## src/rtl/core/slta_pkg.sv

```systemverilog
`timescale 1ns / 1ps

package slta_pkg;

  localparam int INDEX_BITS_DEF = 16;
  localparam int BIAS_W         = 16;
  localparam int VERTEX_W       = 24;
  localparam int CORNER_W       = VERTEX_W + 1;
  localparam int MATERIAL_W     = 16;
  localparam int CFG_IDX_W      = 3;
  localparam int CFG_DATA_W     = 24;

  localparam logic [CFG_IDX_W-1:0] REG_STRIP_MODE   = 3'd0;
  localparam logic [CFG_IDX_W-1:0] REG_START_PARITY = 3'd1;
  localparam logic [CFG_IDX_W-1:0] REG_MATERIAL_TAG = 3'd2;
  localparam logic [CFG_IDX_W-1:0] REG_INDEX_BIAS   = 3'd3;
  localparam logic [CFG_IDX_W-1:0] REG_VERTEX_LIMIT = 3'd4;
  localparam logic [CFG_IDX_W-1:0] REG_BASE_VERTEX  = 3'd5;

  localparam logic signed [MATERIAL_W-1:0] MATERIAL_NONE = -16'sd1;

  typedef struct packed {
    logic [BIAS_W-1:0]   bias;
    logic [VERTEX_W-1:0] limit;
    logic [VERTEX_W-1:0] base;
  } rebase_cfg_t;

endpackage

```

## src/rtl/core/strip_list_triangle_assembler_unit.sv

```systemverilog
`timescale 1ns / 1ps
// a triangle's closing index transfer fills the candidate stage, which passes it on to the result register on out_valid
// throughput: one index per cycle, limited only by out_stall on the result register
// the assembly state (two held indices, fill count, parity) updates in the transfer cycle
// reset: synchronous on rst_n low; state and pipeline empty, registers at their defaults
// strip_mode 0, start_parity 0, material_tag -1, bias, limit and base vertex 0

module strip_list_triangle_assembler_unit #(
  parameter int INDEX_BITS = slta_pkg::INDEX_BITS_DEF
) (
  input  logic                                   clk,
  input  logic                                   rst_n,
  input  logic                                   in_valid,
  output logic                                   in_stall,
  input  logic [INDEX_BITS-1:0]                  in_vertex_index,
  input  logic                                   in_block_last,
  output logic                                   out_valid,
  input  logic                                   out_stall,
  output logic [slta_pkg::CORNER_W-1:0]          out_corner_first,
  output logic [slta_pkg::CORNER_W-1:0]          out_corner_second,
  output logic [slta_pkg::CORNER_W-1:0]          out_corner_third,
  output logic signed [slta_pkg::MATERIAL_W-1:0] out_triangle_material,
  input  logic                                   cfg_valid,
  output logic                                   cfg_ready,
  input  logic [slta_pkg::CFG_IDX_W-1:0]         cfg_index,
  input  logic [slta_pkg::CFG_DATA_W-1:0]        cfg_data
);

  // configuration registers
  logic                                   strip_mode_r;
  logic                                   start_parity_r;
  logic signed [slta_pkg::MATERIAL_W-1:0] material_r;
  slta_pkg::rebase_cfg_t                  rb_cfg_r;

  // assembly state
  logic [INDEX_BITS-1:0] older_r, older_nxt;
  logic [INDEX_BITS-1:0] newer_r, newer_nxt;
  logic [1:0]            fill_r, fill_nxt;
  logic                  par_r, par_nxt;

  // candidate triangle stage
  logic                  v1_r, v1_nxt;
  logic [INDEX_BITS-1:0] a_r, b_r, c_r;
  logic [INDEX_BITS-1:0] a_nxt, b_nxt, c_nxt;
  logic                  emit;

  // result stage
  logic                            v2_r, v2_nxt;
  logic [slta_pkg::CORNER_W-1:0]   first_r, second_r, third_r;
  logic signed [slta_pkg::MATERIAL_W-1:0] mat_r;
  logic [slta_pkg::CORNER_W-1:0]   ra, rb, rc;
  logic                            oka, okb, okc;

  logic in_accept;
  logic cfg_write;
  logic adv;

  assign cfg_ready = 1'b1;
  assign cfg_write = cfg_valid && cfg_ready;
  assign in_accept = in_valid && !in_stall;
  assign adv       = v1_r && (!v2_r || !out_stall);
  assign in_stall  = v1_r && !adv;

  always_ff @(posedge clk) begin
    if (!rst_n) begin
      strip_mode_r   <= 1'b0;
      start_parity_r <= 1'b0;
      material_r     <= slta_pkg::MATERIAL_NONE;
      rb_cfg_r       <= '0;
    end else if (cfg_write) begin
      unique case (cfg_index)
        slta_pkg::REG_STRIP_MODE:   strip_mode_r   <= cfg_data[0];
        slta_pkg::REG_START_PARITY: start_parity_r <= cfg_data[0];
        slta_pkg::REG_MATERIAL_TAG: material_r     <= cfg_data[slta_pkg::MATERIAL_W-1:0];
        slta_pkg::REG_INDEX_BIAS:   rb_cfg_r.bias  <= cfg_data[slta_pkg::BIAS_W-1:0];
        slta_pkg::REG_VERTEX_LIMIT: rb_cfg_r.limit <= cfg_data[slta_pkg::VERTEX_W-1:0];
        slta_pkg::REG_BASE_VERTEX:  rb_cfg_r.base  <= cfg_data[slta_pkg::VERTEX_W-1:0];
        default: ;
      endcase
    end
  end

  // index assembly
  always_comb begin
    older_nxt = older_r;
    newer_nxt = newer_r;
    fill_nxt  = fill_r;
    par_nxt   = par_r;
    emit      = 1'b0;
    a_nxt     = older_r;
    b_nxt     = in_vertex_index;
    c_nxt     = newer_r;
    if (in_accept) begin
      priority if (fill_r >= 2'd2) begin
        if (strip_mode_r) begin
          emit = (older_r != newer_r) && (newer_r != in_vertex_index)
                 && (older_r != in_vertex_index);
          if (par_r) begin
            b_nxt = newer_r;
            c_nxt = in_vertex_index;
          end
          par_nxt   = !par_r;
          older_nxt = newer_r;
          newer_nxt = in_vertex_index;
        end else begin
          emit     = 1'b1;
          fill_nxt = 2'd0;
        end
      end else if (fill_r == 2'd1) begin
        newer_nxt = in_vertex_index;
        fill_nxt  = 2'd2;
      end else begin
        older_nxt = in_vertex_index;
        fill_nxt  = 2'd1;
      end
      if (in_block_last) begin
        older_nxt = '0;
        newer_nxt = '0;
        fill_nxt  = 2'd0;
        par_nxt   = start_parity_r;
      end
    end
    if (cfg_write && cfg_index == slta_pkg::REG_START_PARITY) begin
      par_nxt = cfg_data[0];
    end
  end

  always_comb begin
    v1_nxt = v1_r;
    if (in_accept) begin
      v1_nxt = emit;
    end else if (adv) begin
      v1_nxt = 1'b0;
    end
  end

  slta_rebase #(.INDEX_BITS(INDEX_BITS)) u_rebase_a (
    .idx(a_r), .cfg(rb_cfg_r), .ok(oka), .corner(ra)
  );
  slta_rebase #(.INDEX_BITS(INDEX_BITS)) u_rebase_b (
    .idx(b_r), .cfg(rb_cfg_r), .ok(okb), .corner(rb)
  );
  slta_rebase #(.INDEX_BITS(INDEX_BITS)) u_rebase_c (
    .idx(c_r), .cfg(rb_cfg_r), .ok(okc), .corner(rc)
  );

  always_comb begin
    v2_nxt = v2_r;
    if (adv) begin
      v2_nxt = oka && okb && okc;
    end else if (v2_r && !out_stall) begin
      v2_nxt = 1'b0;
    end
  end

  always_ff @(posedge clk) begin
    if (!rst_n) begin
      older_r <= '0;
      newer_r <= '0;
      fill_r  <= 2'd0;
      par_r   <= 1'b0;
      v1_r    <= 1'b0;
      v2_r    <= 1'b0;
    end else begin
      older_r <= older_nxt;
      newer_r <= newer_nxt;
      fill_r  <= fill_nxt;
      par_r   <= par_nxt;
      v1_r    <= v1_nxt;
      v2_r    <= v2_nxt;
    end
  end

  always_ff @(posedge clk) begin
    if (in_accept) begin
      a_r <= a_nxt;
      b_r <= b_nxt;
      c_r <= c_nxt;
    end
    if (adv) begin
      first_r  <= ra;
      second_r <= rb;
      third_r  <= rc;
      mat_r    <= material_r;
    end
  end

  assign out_valid             = v2_r;
  assign out_corner_first      = first_r;
  assign out_corner_second     = second_r;
  assign out_corner_third      = third_r;
  assign out_triangle_material = mat_r;

  a_fill_range : assert property (@(posedge clk) disable iff (!rst_n)
    fill_r != 2'd3)
    else $error("fill count out of range");

  a_last_clears : assert property (@(posedge clk) disable iff (!rst_n)
    (in_accept && in_block_last) |=> (fill_r == 2'd0 && older_r == '0 && newer_r == '0
                                      && par_r == start_parity_r))
    else $error("block end did not clear assembly state");

  a_full_stalls : assert property (@(posedge clk) disable iff (!rst_n)
    (v1_r && v2_r && out_stall) |-> in_stall)
    else $error("input taken while both stages are blocked");

  a_result_held : assert property (@(posedge clk) disable iff (!rst_n)
    (v2_r && out_stall && !adv) |=> (v2_r && $stable(first_r) && $stable(third_r)))
    else $error("result register changed while blocked");

endmodule

```

## src/rtl/core/slta_rebase.sv

```systemverilog
`timescale 1ns / 1ps

module slta_rebase #(
  parameter int INDEX_BITS = slta_pkg::INDEX_BITS_DEF
) (
  input  logic [INDEX_BITS-1:0]          idx,
  input  slta_pkg::rebase_cfg_t          cfg,
  output logic                           ok,
  output logic [slta_pkg::CORNER_W-1:0]  corner
);

  localparam int W = (INDEX_BITS > slta_pkg::VERTEX_W) ? INDEX_BITS : slta_pkg::VERTEX_W;

  logic [W-1:0] idx_w;
  logic [W-1:0] bias_w;
  logic [W-1:0] lim_w;
  logic [W-1:0] diff;
  logic         below;

  assign idx_w  = W'(idx);
  assign bias_w = W'(cfg.bias);
  assign lim_w  = W'(cfg.limit);
  assign below  = idx_w < bias_w;
  assign diff   = idx_w - bias_w;
  assign ok     = !below && (diff < lim_w);
  assign corner = {1'b0, diff[slta_pkg::VERTEX_W-1:0]} + {1'b0, cfg.base};

endmodule
```

## config.mk

```make
export PLATFORM = sky130hd
export DESIGN_NAME = strip_list_triangle_assembler_unit
export DESIGN_NICKNAME = d
export VERILOG_FILES = /design/src/rtl/core/slta_pkg.sv /design/src/rtl/core/strip_list_triangle_assembler_unit.sv /design/src/rtl/core/slta_rebase.sv
export SDC_FILE = /design/constraint.sdc
export NUM_CORES = 1
export LEC_CHECK = 0
export BUFFER_PORTS_ARGS = -buffer_cell sky130_fd_sc_hd__clkbuf_2
export CORE_MARGIN = 2
export CORE_UTILIZATION = 55
export DETAILED_ROUTE_END_ITERATION = 7
export PLACE_DENSITY = 0.74
export SLEW_MARGIN = 10
export SYNTH_ARGS = -nofsm -noshare
export SYNTH_HDL_FRONTEND = slang
export SYNTH_SLANG_ARGS = --single-unit
```

## constraint.sdc

```tcl
create_clock -name clk -period 14.1 [get_ports clk]
set_input_delay 4.23 -clock clk [delete_from_list [all_inputs] [get_ports clk]]
set_output_delay 4.23 -clock clk [all_outputs]
set_load 0.005 [all_outputs]
```

Yosys cells after proc, flatten, opt, wreduce, memory -nomap -nowiden:

Index checks and enable logic that the tools add are counted.

* flip-flop bits (word level): 258
* output and inout bits: 94
* word-level logic and storage cells: 111

* $add $sub $neg: 6
* $lt $le $gt $ge: 7
* equal/unequal tests: 12
* muxes and demuxes: 29
* reduce and logical (&&, ||, !) cells: 38

Operators with widths (number)
* 16-bit 2-to-1 mux: 14
* 24-bit by 24-bit adder with 25-bit output: 3
* 24-bit < comparator: 3
* 16-bit by 16-bit subtractor with 17-bit output: 3
* 16-bit < comparator: 3
* 16-bit != test: 3
* 2-bit AND reduction: 7
* 1-bit logical AND: 12
* 1-bit 2-to-1 mux: 11
* 3-bit != test (second input constant): 3
* 3-bit AND reduction: 3
* 3-bit nonzero test: 3
* 1-bit logical NOT: 8
* 2-bit 2-to-1 mux: 4
* 3-bit by 2-bit equality test with 1-bit output (second input constant): 2
* 3-bit equality test (second input constant): 2
* 2-bit nonzero test: 3
* 3-bit by 1-bit equality test with 1-bit output (second input constant): 1
* 3-bit logical NOT: 1
* 2-bit by 1-bit equality test with 1-bit output (second input constant): 1
* 2-bit >= comparator (second input constant): 1
* 1-bit logical OR: 1

Longest topological paths before layout:

Gate-level depths: netlist (run 1).

* word-level depth: 9
* depth in mapped cells: 20
* mapped depth without buffers: 20

Hierarchy:

Synthesis (run 1) repeated with hierarchy kept, for this count alone.

* cell total of the unflattened synthesis: 1947
* area total of the unflattened synthesis: 18091.1 um^2

Modules (own cells, without submodules)
* strip_list_triangle_assembler_unit: instances 1, cells each 822, area each 9959.6 um^2
* slta_rebase at u_rebase_a: instances 1, cells each 392, area each 2797.7 um^2
* slta_rebase at u_rebase_b: instances 1, cells each 360, area each 2680.1 um^2
* slta_rebase at u_rebase_c: instances 1, cells each 373, area each 2653.8 um^2

Least setup slack after synthesis (run 1):

No wires, ideal clock.

* kind: input -> register
* start: input out_stall
* end: register first_r, in the netlist out_corner_first[0] (enable)
* library setup time: 0.678 ns
* arrival time: 10.833 ns
* slack: 2.589 ns
* cell stages on the path: 1
* cell sequence: a21boi_0

* word-level cells in the longest chain between the ends: 3

RTL lines
* start: declaration: RTL line strip_list_triangle_assembler_unit.sv:18 `input logic out_stall,`
* 1-bit logical NOT: RTL line strip_list_triangle_assembler_unit.sv:61 `assign adv = v1_r && (!v2_r || !out_stall);`
* 1-bit logical OR: RTL line strip_list_triangle_assembler_unit.sv:61
* 1-bit logical AND: RTL line strip_list_triangle_assembler_unit.sv:61
* end signal: assignment: RTL line strip_list_triangle_assembler_unit.sv:181 `first_r <= ra;`
* end: declaration: RTL line strip_list_triangle_assembler_unit.sv:49 `logic [slta_pkg::CORNER_W-1:0] first_r, second_r, third_r;`

No other way between the ends.
A chain may end at the register's enable or synchronous reset.

Worst setup path after layout (run 1):

* start: input out_stall
* end: output in_stall

* word-level cells in the longest chain between the ends: 5

RTL lines
* 1-bit logical NOT: RTL line strip_list_triangle_assembler_unit.sv:61
* 1-bit logical OR: RTL line strip_list_triangle_assembler_unit.sv:61
* 1-bit logical AND: RTL line strip_list_triangle_assembler_unit.sv:61
* 1-bit logical NOT: RTL line strip_list_triangle_assembler_unit.sv:62 `assign in_stall = v1_r && !adv;`
* 1-bit logical AND: RTL line strip_list_triangle_assembler_unit.sv:62
* end: declaration: RTL line strip_list_triangle_assembler_unit.sv:14 `output logic in_stall,`

No other way between the ends.

==> flow_metrics.tcl, run 1 <==
set metrics [dict create \
    run_status "completed" \
    critPathCaptureType "output pin" \
    power.total_mw 2.030 \
    yosys_warnings 0 \
    overflow 0 \
    period_share_pct 63.28 \
    area_growth_pct 12.61 \
    drtIter0Drc 930 \
    dpl.cell_count 2234 \
    grt_pass1_vias 12550 \
    cts_buffer_depth 3 \
    ios 143 \
    wire_per_inst_microns 17.86 \
    drv_cap 0 \
    tns_ns 0 \
    remaining_drc_errors 0 \
    root_buffer "clkbuf_16" \
    share_comb_of_total_power_pct 20.4 \
    synth_compound_area_share_pct 17.30 \
    synthFlopType "edfxtp_1" \
    vias 13260 \
    worst-path-max-fanout 3 \
    wl_met2_microns 18920 \
    seq_area_sq_um 6556 \
    final_nets 2118 \
    dieWidth_microns 178.2 \
    max_freq_mhz 112.1 \
    syn_inst 1739 \
    fin_cells 2286 \
    critPathLaunchType "input port" \
    rsz0062_at_grt "no" \
    top_layer_used "met4" \
    cp.required_ns 9.87 \
    grt_pass1_wl_microns 65110 \
    switchingPower_uw 563.2 \
    wl_met3_microns 2265 \
    initial_core_util_pct 56.13 \
    worstSetupPathType "in2out" \
    synth_adder_area_share_pct 14.90 \
    cts_resized 0 \
    ys_seq_area_share_pct 39.30 \
    rrSetupSlack_ns 9.14 \
    synth-edff-count 139 \
    finalCriticalPeriod_ns 8.922 \
    grt.total_usage_pct 25.82 \
    synthSimpleGateAreaFrac_pct 15.01 \
    relSlewSlack_pct 21.94 \
    final_common_cell "nand2_1" \
    routed_wl_microns 40840 \
    n_antenna_cell 0 \
    synth_nets 1983 \
    finalCoreUtilization_pct 63.21 \
    synth_cell_types 64 \
    worstMarginPinSlew_ns 1.169 \
    cts_post_setup_buffers_inserted 0 \
    setup_viol 0 \
    coreArea_sq_um 29720 \
    cts_made_buffers 28 \
    synth-xor-area-share_pct 7.456 \
    first_pass_iters 5 \
    wl_met1_microns 18920 \
    setup_ws_ns 5.178 \
    place_ws_ns 5.168 \
    skew_ns 0.01498 \
    power-per-cell-area_nw_per_um2 108.1 \
    pwr-share-clk_pct 38.5 \
    grt_max_degree 80 \
    insertion_delay_ns 0.55 \
    path_clk_slew_ns 0.06 \
    hold_path_class "reg2reg" \
    vdd_ir_drop_max_mv 0.09988 \
    syn_area_sq_um 16680 \
    drive_gt1_share_pct 12.87 \
    p_leak_nw 7.638 \
    swShare_pct 27.75 \
    numClockSinks 258 \
    synth-seq-cells 258 \
    final_hold_viol_count 0 \
    die_h_microns 178.2 \
    crit_arrival_ns 4.69 \
    multiInputGateArea_sq_um 9684 \
    row_count 63 \
    cts-htree-levels 1 \
    fill_cells 2453 \
    antenna_found_initial 0 \
    hold_buffers 0 \
    place.gp.congestion 0.8976 \
    maxSlewViolCount 0 \
    hpwl_microns 31690 \
    port_buffers 141 \
    synth_top_family_by_area "compound AO/OA/AOI/OAI gates" \
    ant_nets 0 \
    p_seq_share_pct 41.1 \
    async_flop_share_pct 0 \
    layout_common_cells "223 x nand2_1, 189 x ha_1, 140 x clkbuf_2" \
    cts_tree "done" \
    internal_power_mw 1.467 \
    avgSynthCellArea_sq_um 9.592 \
    dieArea_sq_um 31740 \
    viasPerCell 5.799 \
    synth_mux_area_share_pct 3.240 \
]
-- stage by stage --
| stage | cell area [sq um] | hold WS [ns] |
|---|---|---|
| after floorplan | 16680 | 0.4081 |
| after global placement | 17790 | 0.4143 |
| after detailed placement | 17790 | 0.4163 |
| after CTS | 18780 | 0.4326 |
| after global routing | 18780 | 0.4452 |
| final | 18780 | 0.4303 |
-- cells by family (layout without fill, tap and decap cells) --
kind of cell,Yosys count,count (layout)
adders and majority gates,195,195
AOI/OAI and AO/OA,441,441
and+or+nand+nor,530,530
other,1,1
xor gates and xnor gates,142,142
DFF,258,258
muxes,50,50
buffers and inverters,122,279
-- state kept, by name, summed over array words and instances (netlist names) --
name and cells:
rb_cfg_r 64, v1_r 1, start_parity_r 1, out_corner_third 25, newer_r 16, strip_mode_r 1
c_r 16, out_corner_second 25, a_nxt 16, fill_r 2, b_r 16, par_r 1
out_triangle_material 16, out_corner_first 25, a_r 16, material_r 16, out_valid 1
-- power by group through the flow --
stage	Sequential (mW)	Combinational (mW)	Clock, mW
5_1_grt	0.837	0.460	0.823
4_1_cts	0.835	0.408	0.793
3_3_place_gp	0.850	0.390	0
2_1_floorplan	0.846	0.295	0
3_5_place_dp	0.851	0.404	0
6_report	0.835	0.414	0.781
-- routing by layer --
metal  global-route usage, %  vias up
met4                   5.225        0
li1                        -     6582
met3                   2.941       48
met1                   36.09     6286
met2                   43.35      341
met5                       0        -
-- path summary, 6_finish.rpt --
kind / from / end / cells past startpoint
min: material_r[3]$_SDFFE_PN1P_ / out_triangle_material[3]$_DFFE_PP_ / 0
max: out_stall / in_stall / 4
max reg2reg: rb_cfg_r[50]$_SDFFE_PN0P_ / out_corner_second[23]$_DFFE_PP_ / 19
min reg2reg: material_r[3]$_SDFFE_PN1P_ / out_triangle_material[3]$_DFFE_PP_ / 0
-- synthesized netlist by cell type, types with 9 or more instances --
cell | count | area [sq um]
nand4_1 | 26 | 162.7
and3_1 | 11 | 68.82
edfxtp_1 | 139 | 4174
a211oi_1 | 13 | 97.59
nor2_1 | 73 | 274.0
o21bai_1 | 9 | 67.56
nor2b_1 | 54 | 337.8
xor2_1 | 26 | 227.7
nor3b_1 | 18 | 135.1
inv_1 | 76 | 285.3
a21boi_0 | 72 | 540.5
mux2_2 | 32 | 360.4
o21ai_0 | 64 | 320.3
ha_1 | 189 | 2365
or3_1 | 9 | 56.30
dfxtp_1 | 119 | 2382
mux2i_1 | 18 | 180.2
clkbuf_1 | 37 | 138.9
xnor2_1 | 116 | 1016
a21o_1 | 53 | 397.9
nor3_1 | 42 | 210.2
a31oi_1 | 10 | 62.56
nand2_1 | 223 | 837.1
a21oi_1 | 131 | 655.6
o21a_1 | 24 | 180.2
nand3_1 | 46 | 230.2
-- worst max-delay path, cell delays in order --
cell and delay, ns:
clkbuf_2 0.13, nand3_1 0.14, inv_1 0.09, clkbuf_2 0.10
-- area by class of cell --
class / count / share of cell area, %
Multi-Input combinational cell: 1359 / 51.56
Clock inverter: 17 / 1.126
Sequential cell: 258 / 34.90
Clock buffer: 35 / 4.143
Timing Repair Buffer: 151 / 4.156
Tap cell: 390 / 2.598
Inverter: 76 / 1.519
No activity file was read; power rests on OpenSTA's default activity.
==> run 2: changes to the inputs <==
==> constraint.sdc (replaced) <==
create_clock -name clk -period 8.6 [get_ports clk]
set_input_delay 2.58 -clock clk [delete_from_list [all_inputs] [get_ports clk]]
set_output_delay 2.58 -clock clk [all_outputs]
set_load 0.005 [all_outputs]
==> run 2 against run 1 <==
Compared with the run above:
- routed wire length decreased by 0.61%
- combinational power grew 64%
- first-iteration DRC count down 10%
- critical endpoint unchanged
- highest routed layer unchanged
==> flow_metrics.tcl, run 2 (synthesis gave the netlist of run 1 again) <==
set metrics [dict create \
    run_status "completed" \
    crit_cells 4 \
    crit_start "out_stall" \
    power-per-cell-area_nw_per_um2 173.1 \
    crit_chain "clkbuf_2, nand3_1, inv_1, clkbuf_2" \
    grt_pass1_vias 12650 \
    setup_viol 0 \
    numClockSinks 258 \
    row_count 63 \
    coreArea_sq_um 29720 \
    finalCriticalPeriod_ns 5.624 \
    hpwl_microns 31760 \
    period_share_pct 65.39 \
    final_hold_viol_count 0 \
    insertion_delay_ns 0.55 \
    viasPerCell 5.782 \
    grt_pass1_wl_microns 64630 \
    vdd_ir_drop_max_mv 0.1385 \
    grt_most_used_layer "met2" \
    crit_arrival_ns 3.04 \
    worst-path-max-fanout 3 \
    area_growth_pct 12.02 \
    p_leak_nw 7.585 \
    path_clk_slew_ns 0.06 \
    crit_top_cell "clkbuf_2" \
    overflow 0 \
    routed_wl_microns 40580 \
    top_register "rb_cfg_r" \
    cts_tree "done" \
    die_h_microns 178.2 \
    tns_ns 0 \
    cp-endpoint "in_stall" \
    rrSetupSlack_ns 3.68 \
    slowest_delay_ns 0.14 \
    dieWidth_microns 178.2 \
    setup_ws_ns 2.976 \
    cpLargestDelayFamily "buffers and inverters" \
    ant_nets 0 \
    critPathCaptureType "output pin" \
    relSlewSlack_pct 14.08 \
    port_buffers 141 \
    met3_usage_pct 2.877 \
    place_area_sq_um 17790 \
    place_ws_ns 2.975 \
    reg2regPathDepth 17 \
    design_area_sq_um 18690 \
    wire_per_inst_microns 17.78 \
    drtIter0Drc 836 \
    largest_reg_flops 64 \
    gr-usage-met2_pct 42.01 \
    vias 13200 \
    cts_made_buffers 27 \
    worstReg2RegEnd "out_corner_first[22]$_DFFE_PP_" \
    maxSlewViolCount 0 \
    hold_path_class "reg2reg" \
    gr-usage-met1_pct 36.27 \
    dieArea_sq_um 31740 \
    r2r-start "rb_cfg_r[48]$_SDFFE_PN0P_" \
    critPathLaunchType "input port" \
    cts_buffer_depth 3 \
    ios 143 \
    place.gp.congestion 0.9404 \
    rsz0062_at_grt "no" \
    remaining_drc_errors 0 \
    crit_buf_inv 3 \
    first_pass_iters 5 \
    cp.required_ns 6.02 \
    hold_buffers 0 \
    power.total_mw 3.235 \
    initial_core_util_pct 56.13 \
    drive_gt1_share_pct 12.79 \
    antenna_found_initial 0 \
    grt.total_usage_pct 25.81 \
    worstSetupPathType "in2out" \
    grt_max_degree 121 \
    cts-htree-levels 1 \
    drv_cap 0 \
    cts_resized 0 \
    layout_common_cells "223 x nand2_1, 189 x ha_1, 140 x clkbuf_2" \
    final_common_cell "nand2_1" \
    crit_slowest_cell "nand3_1" \
    skew_ns 0.02051 \
    cts_post_setup_buffers_inserted 0 \
    final_nets 2116 \
    root_buffer "clkbuf_16" \
    max_freq_mhz 177.8 \
    worstMarginPinSlew_ns 1.284 \
]
run 2: power by group:
group          total, mW  switching [mW]  internal [mW]
sequential          1.37          0.0261           1.34
combinational      0.678           0.404          0.273
clock               1.19           0.489          0.698
run 2: worst min-delay path by stage:
stage                               start  slack, ns                                 end  cells past startpoint
5_1_grt        material_r[3]$_SDFFE_PN1P_       0.44  out_triangle_material[3]$_DFFE_PP_                      0
2_1_floorplan  material_r[0]$_SDFFE_PN1P_       0.41  out_triangle_material[0]$_DFFE_PP_                      0
3_5_place_dp   material_r[3]$_SDFFE_PN1P_       0.42  out_triangle_material[3]$_DFFE_PP_                      0
4_1_cts        material_r[3]$_SDFFE_PN1P_       0.44  out_triangle_material[3]$_DFFE_PP_                      0
3_3_place_gp   material_r[1]$_SDFFE_PN1P_       0.41  out_triangle_material[1]$_DFFE_PP_                      0
6_report       material_r[0]$_SDFFE_PN1P_       0.44  out_triangle_material[0]$_DFFE_PP_                      0
run 2: stage by stage:
| stage | cells | util, % | hold WS (ns) |
|---|---|---|---|
| after global placement | 2233 | 59.85 | 0.4150 |
| after global routing | 2282 | 62.87 | 0.4431 |
| final | 2283 | 62.88 | 0.4355 |
| after floorplan | 1739 | - | 0.4081 |
| after CTS | 2282 | 62.87 | 0.4377 |
| after detailed placement | 2233 | 59.85 | 0.4231 |
run 2: area by class of cell:
cell class / instances / area [sq um]
Fill cell: 2403 / 11030
Tap cell: 390 / 488.0
Clock inverter: 18 / 206.4
Inverter: 76 / 285.3
Sequential cell: 258 / 6556
Multi-Input combinational cell: 1359 / 9684
Antenna cell: 1 / 2.502
Clock buffer: 31 / 690.7
Timing Repair Buffer: 150 / 773.2
run 2: metal layers:
layer  vias up  wire, microns
li1       6581              -
met1      6178          18990
met2       375          18360
met3        66           2121
met4         0           1109
met5         -              0
==> run 3: changes to the inputs <==
--- a/config.mk
+++ b/config.mk
@@ -9,7 +9,7 @@
 export CORE_MARGIN = 2
 export CORE_UTILIZATION = 55
 export DETAILED_ROUTE_END_ITERATION = 7
-export PLACE_DENSITY = 0.74
+export PLACE_DENSITY = 0.77
 export SLEW_MARGIN = 10
 export SYNTH_ARGS = -nofsm -noshare
 export SYNTH_HDL_FRONTEND = slang
==> constraint.sdc (replaced) <==
create_clock -name clk -period 4.8 [get_ports clk]
set_input_delay 1.44 -clock clk [delete_from_list [all_inputs] [get_ports clk]]
set_output_delay 1.44 -clock clk [all_outputs]
set_load 0.005 [all_outputs]
==> run 3 against run 2 <==
Compared with the run above:
- non-clock buffer count grew 9
- clock skew shrank 0.0071 ns
- global-route usage shrank 0.23 points
- register-to-register slack lost 3.4 ns
- core utilization grew 0.78 points
- clock power grew 93%
- cell area grew 1.2%
- largest power group unchanged
- largest cell class unchanged
- setup slack lost 2.7 ns
- routed wire length grew 1.1%
- critical path depth grew 14
- sequential share of layout area shrank 0.42 points
- first-iteration DRC count grew 17%
==> flow_metrics.tcl, run 3 (synthesis gave the netlist of run 1 again) <==
set metrics [dict create \
    grt_max_degree 120 \
    grt.total_usage_pct 25.58 \
    grt_pass1_wl_microns 64270 \
    maxSlewViolCount 0 \
    period_share_pct 94.27 \
    final_common_cell "nand2_1" \
    power-per-cell-area_nw_per_um2 316.4 \
    numClockSinks 258 \
    reg2regPathDepth 18 \
    routed_wl_microns 41030 \
    rrSetupSlack_ns 0.28 \
    wire_per_inst_microns 17.87 \
    drive_gt1_share_pct 13.87 \
    crit_arrival_ns 4.82 \
    cp-endpoint "out_corner_third[22]$_DFFE_PP_" \
    fill_cells 2405 \
    cts-htree-levels 1 \
    layout_common_cells "223 x nand2_1, 189 x ha_1, 140 x clkbuf_2" \
    slowest_delay_ns 0.64 \
    crit_start "rb_cfg_r[49]$_SDFFE_PN0P_" \
    area_growth_pct 13.41 \
    setup_viol 0 \
    die_h_microns 178.2 \
    port_buffers 141 \
    rsz0062_at_grt "no" \
    crit_chain "inv_1, ha_1, nor2b_1, o2111ai_1, and3_1, a211oi_2, a21o_1, a21oi_1, xnor2_1, ha_1, nand2_1, o21ai_0, o21ai_0, a2111oi_1, o31ai_1, nor2_1, nor2_1, xnor2_1" \
    skew_ns 0.01346 \
    worst-path-max-fanout 6 \
    worstMarginPinSlew_ns 1.105 \
    row_count 63 \
    first_pass_iters 5 \
    max_freq_mhz 221.0 \
    critPathLaunchType "flip-flop" \
    antenna_found_initial 2 \
    hold_path_class "reg2reg" \
    overflow 0 \
    initial_core_util_pct 56.13 \
    worstSetupPathType "reg2reg" \
    vdd_ir_drop_max_mv 0.3009 \
    root_buffer "clkbuf_16" \
    drtIter0Drc 975 \
    cts_buffer_depth 3 \
    final_nets 2126 \
    cts_made_buffers 28 \
    p_leak_nw 7.707 \
    dieWidth_microns 178.2 \
    drv_cap 0 \
    final_hold_viol_count 0 \
    place.gp.congestion 1.003 \
    ios 143 \
    ant_nets 0 \
    whs_path_depth 0 \
    worstReg2RegEnd "out_corner_third[22]$_DFFE_PP_" \
    grt_pass1_vias 12500 \
    path_clk_slew_ns 0.06 \
    vias 13350 \
    top_register "rb_cfg_r" \
    r2r-start "rb_cfg_r[49]$_SDFFE_PN0P_" \
    hold_slack_ns 0.4304 \
    largest_reg_flops 64 \
    hpwl_microns 31650 \
    critPathCaptureType "flip-flop" \
    relSlewSlack_pct 26.36 \
    viasPerCell 5.814 \
    crit_slowest_cell "a2111oi_1" \
    run_status "completed" \
    coreArea_sq_um 29720 \
    insertion_delay_ns 0.55 \
    remaining_drc_errors 0 \
    cp.required_ns 5.10 \
    tns_ns 0 \
    dieArea_sq_um 31740 \
    finalCriticalPeriod_ns 4.525 \
    cts_tree "done" \
]
[run 3: stage by stage]
step,power [mW],std cells,cell area [sq um],setup slack [ns],util (%)
2_1_floorplan,3.350,1739,16680,0.2049,-
3_3_place_gp,3.643,2242,17870,0.1994,60.13
3_5_place_dp,3.691,2242,17870,0.1123,60.13
4_1_cts,5.994,2294,18860,0.08411,63.48
5_1_grt,6.231,2296,18920,0.02771,63.66
6_report,5.986,2296,18920,0.2751,63.66
[run 3: per-layer routing]
layer / track usage (%) / routed length, microns / vias up
met5: 0 / 0 / -
met4: 8.777 / 1204 / 0
met3: 2.579 / 2251 / 67
met2: 41.23 / 18620 / 425
met1: 35.97 / 18950 / 6263
li1: - / - / 6593
[run 3: power by group]
group          total, mW  switching [mW]  internal (mW)  leakage [nW]
logic               1.23           0.735          0.498          4.95
clock network       2.30           0.900           1.40         0.494
registers           2.45          0.0427           2.41          2.26
total               5.99            1.68           4.31          7.71
[run 3: cell type report]
| class | instances | area, sq um | share of cell area [%] |
|---|---|---|---|
| sequential | 258 | 6558 | 34.66 |
| antenna | 2 | 5.005 | 0.02646 |
| clock buffer | 33 | 760.7 | 4.021 |
| tap | 390 | 488.0 | 2.579 |
| inverter | 76 | 285.3 | 1.508 |
| multi-input combinational | 1359 | 9734 | 51.46 |
| clock inverter | 19 | 234.0 | 1.237 |
| timing repair buffer | 159 | 853.3 | 4.511 |
[run 3: what timing repair did]
item,4_1_cts,5_1_grt
setup buffers,0,0
setup endpoints to repair,0,20
hold buffers,0,0
gates resized for setup,0,18
[run 3: worst max-delay path, delay by kind of cell (launching register included)]
kind,cells,cell delay [ns]
and+or+nand+nor,5,0.65
DFF,1,0.41
AOI/OAI and AO/OA,8,2.06
adders and majority gates,2,0.57
buffers and inverters,1,0.10
xor gates and xnor gates,2,0.47
[run 3: worst min-delay path by stage]
stage                                 from                                   to  slack [ns]
2_1_floorplan   material_r[0]$_SDFFE_PN1P_   out_triangle_material[0]$_DFFE_PP_        0.41
3_3_place_gp   material_r[14]$_SDFFE_PN1P_  out_triangle_material[14]$_DFFE_PP_        0.41
3_5_place_dp    material_r[0]$_SDFFE_PN1P_   out_triangle_material[0]$_DFFE_PP_        0.42
4_1_cts         material_r[3]$_SDFFE_PN1P_   out_triangle_material[3]$_DFFE_PP_        0.43
5_1_grt        material_r[15]$_SDFFE_PN1P_  out_triangle_material[15]$_DFFE_PP_        0.44
6_report        material_r[3]$_SDFFE_PN1P_   out_triangle_material[3]$_DFFE_PP_        0.43
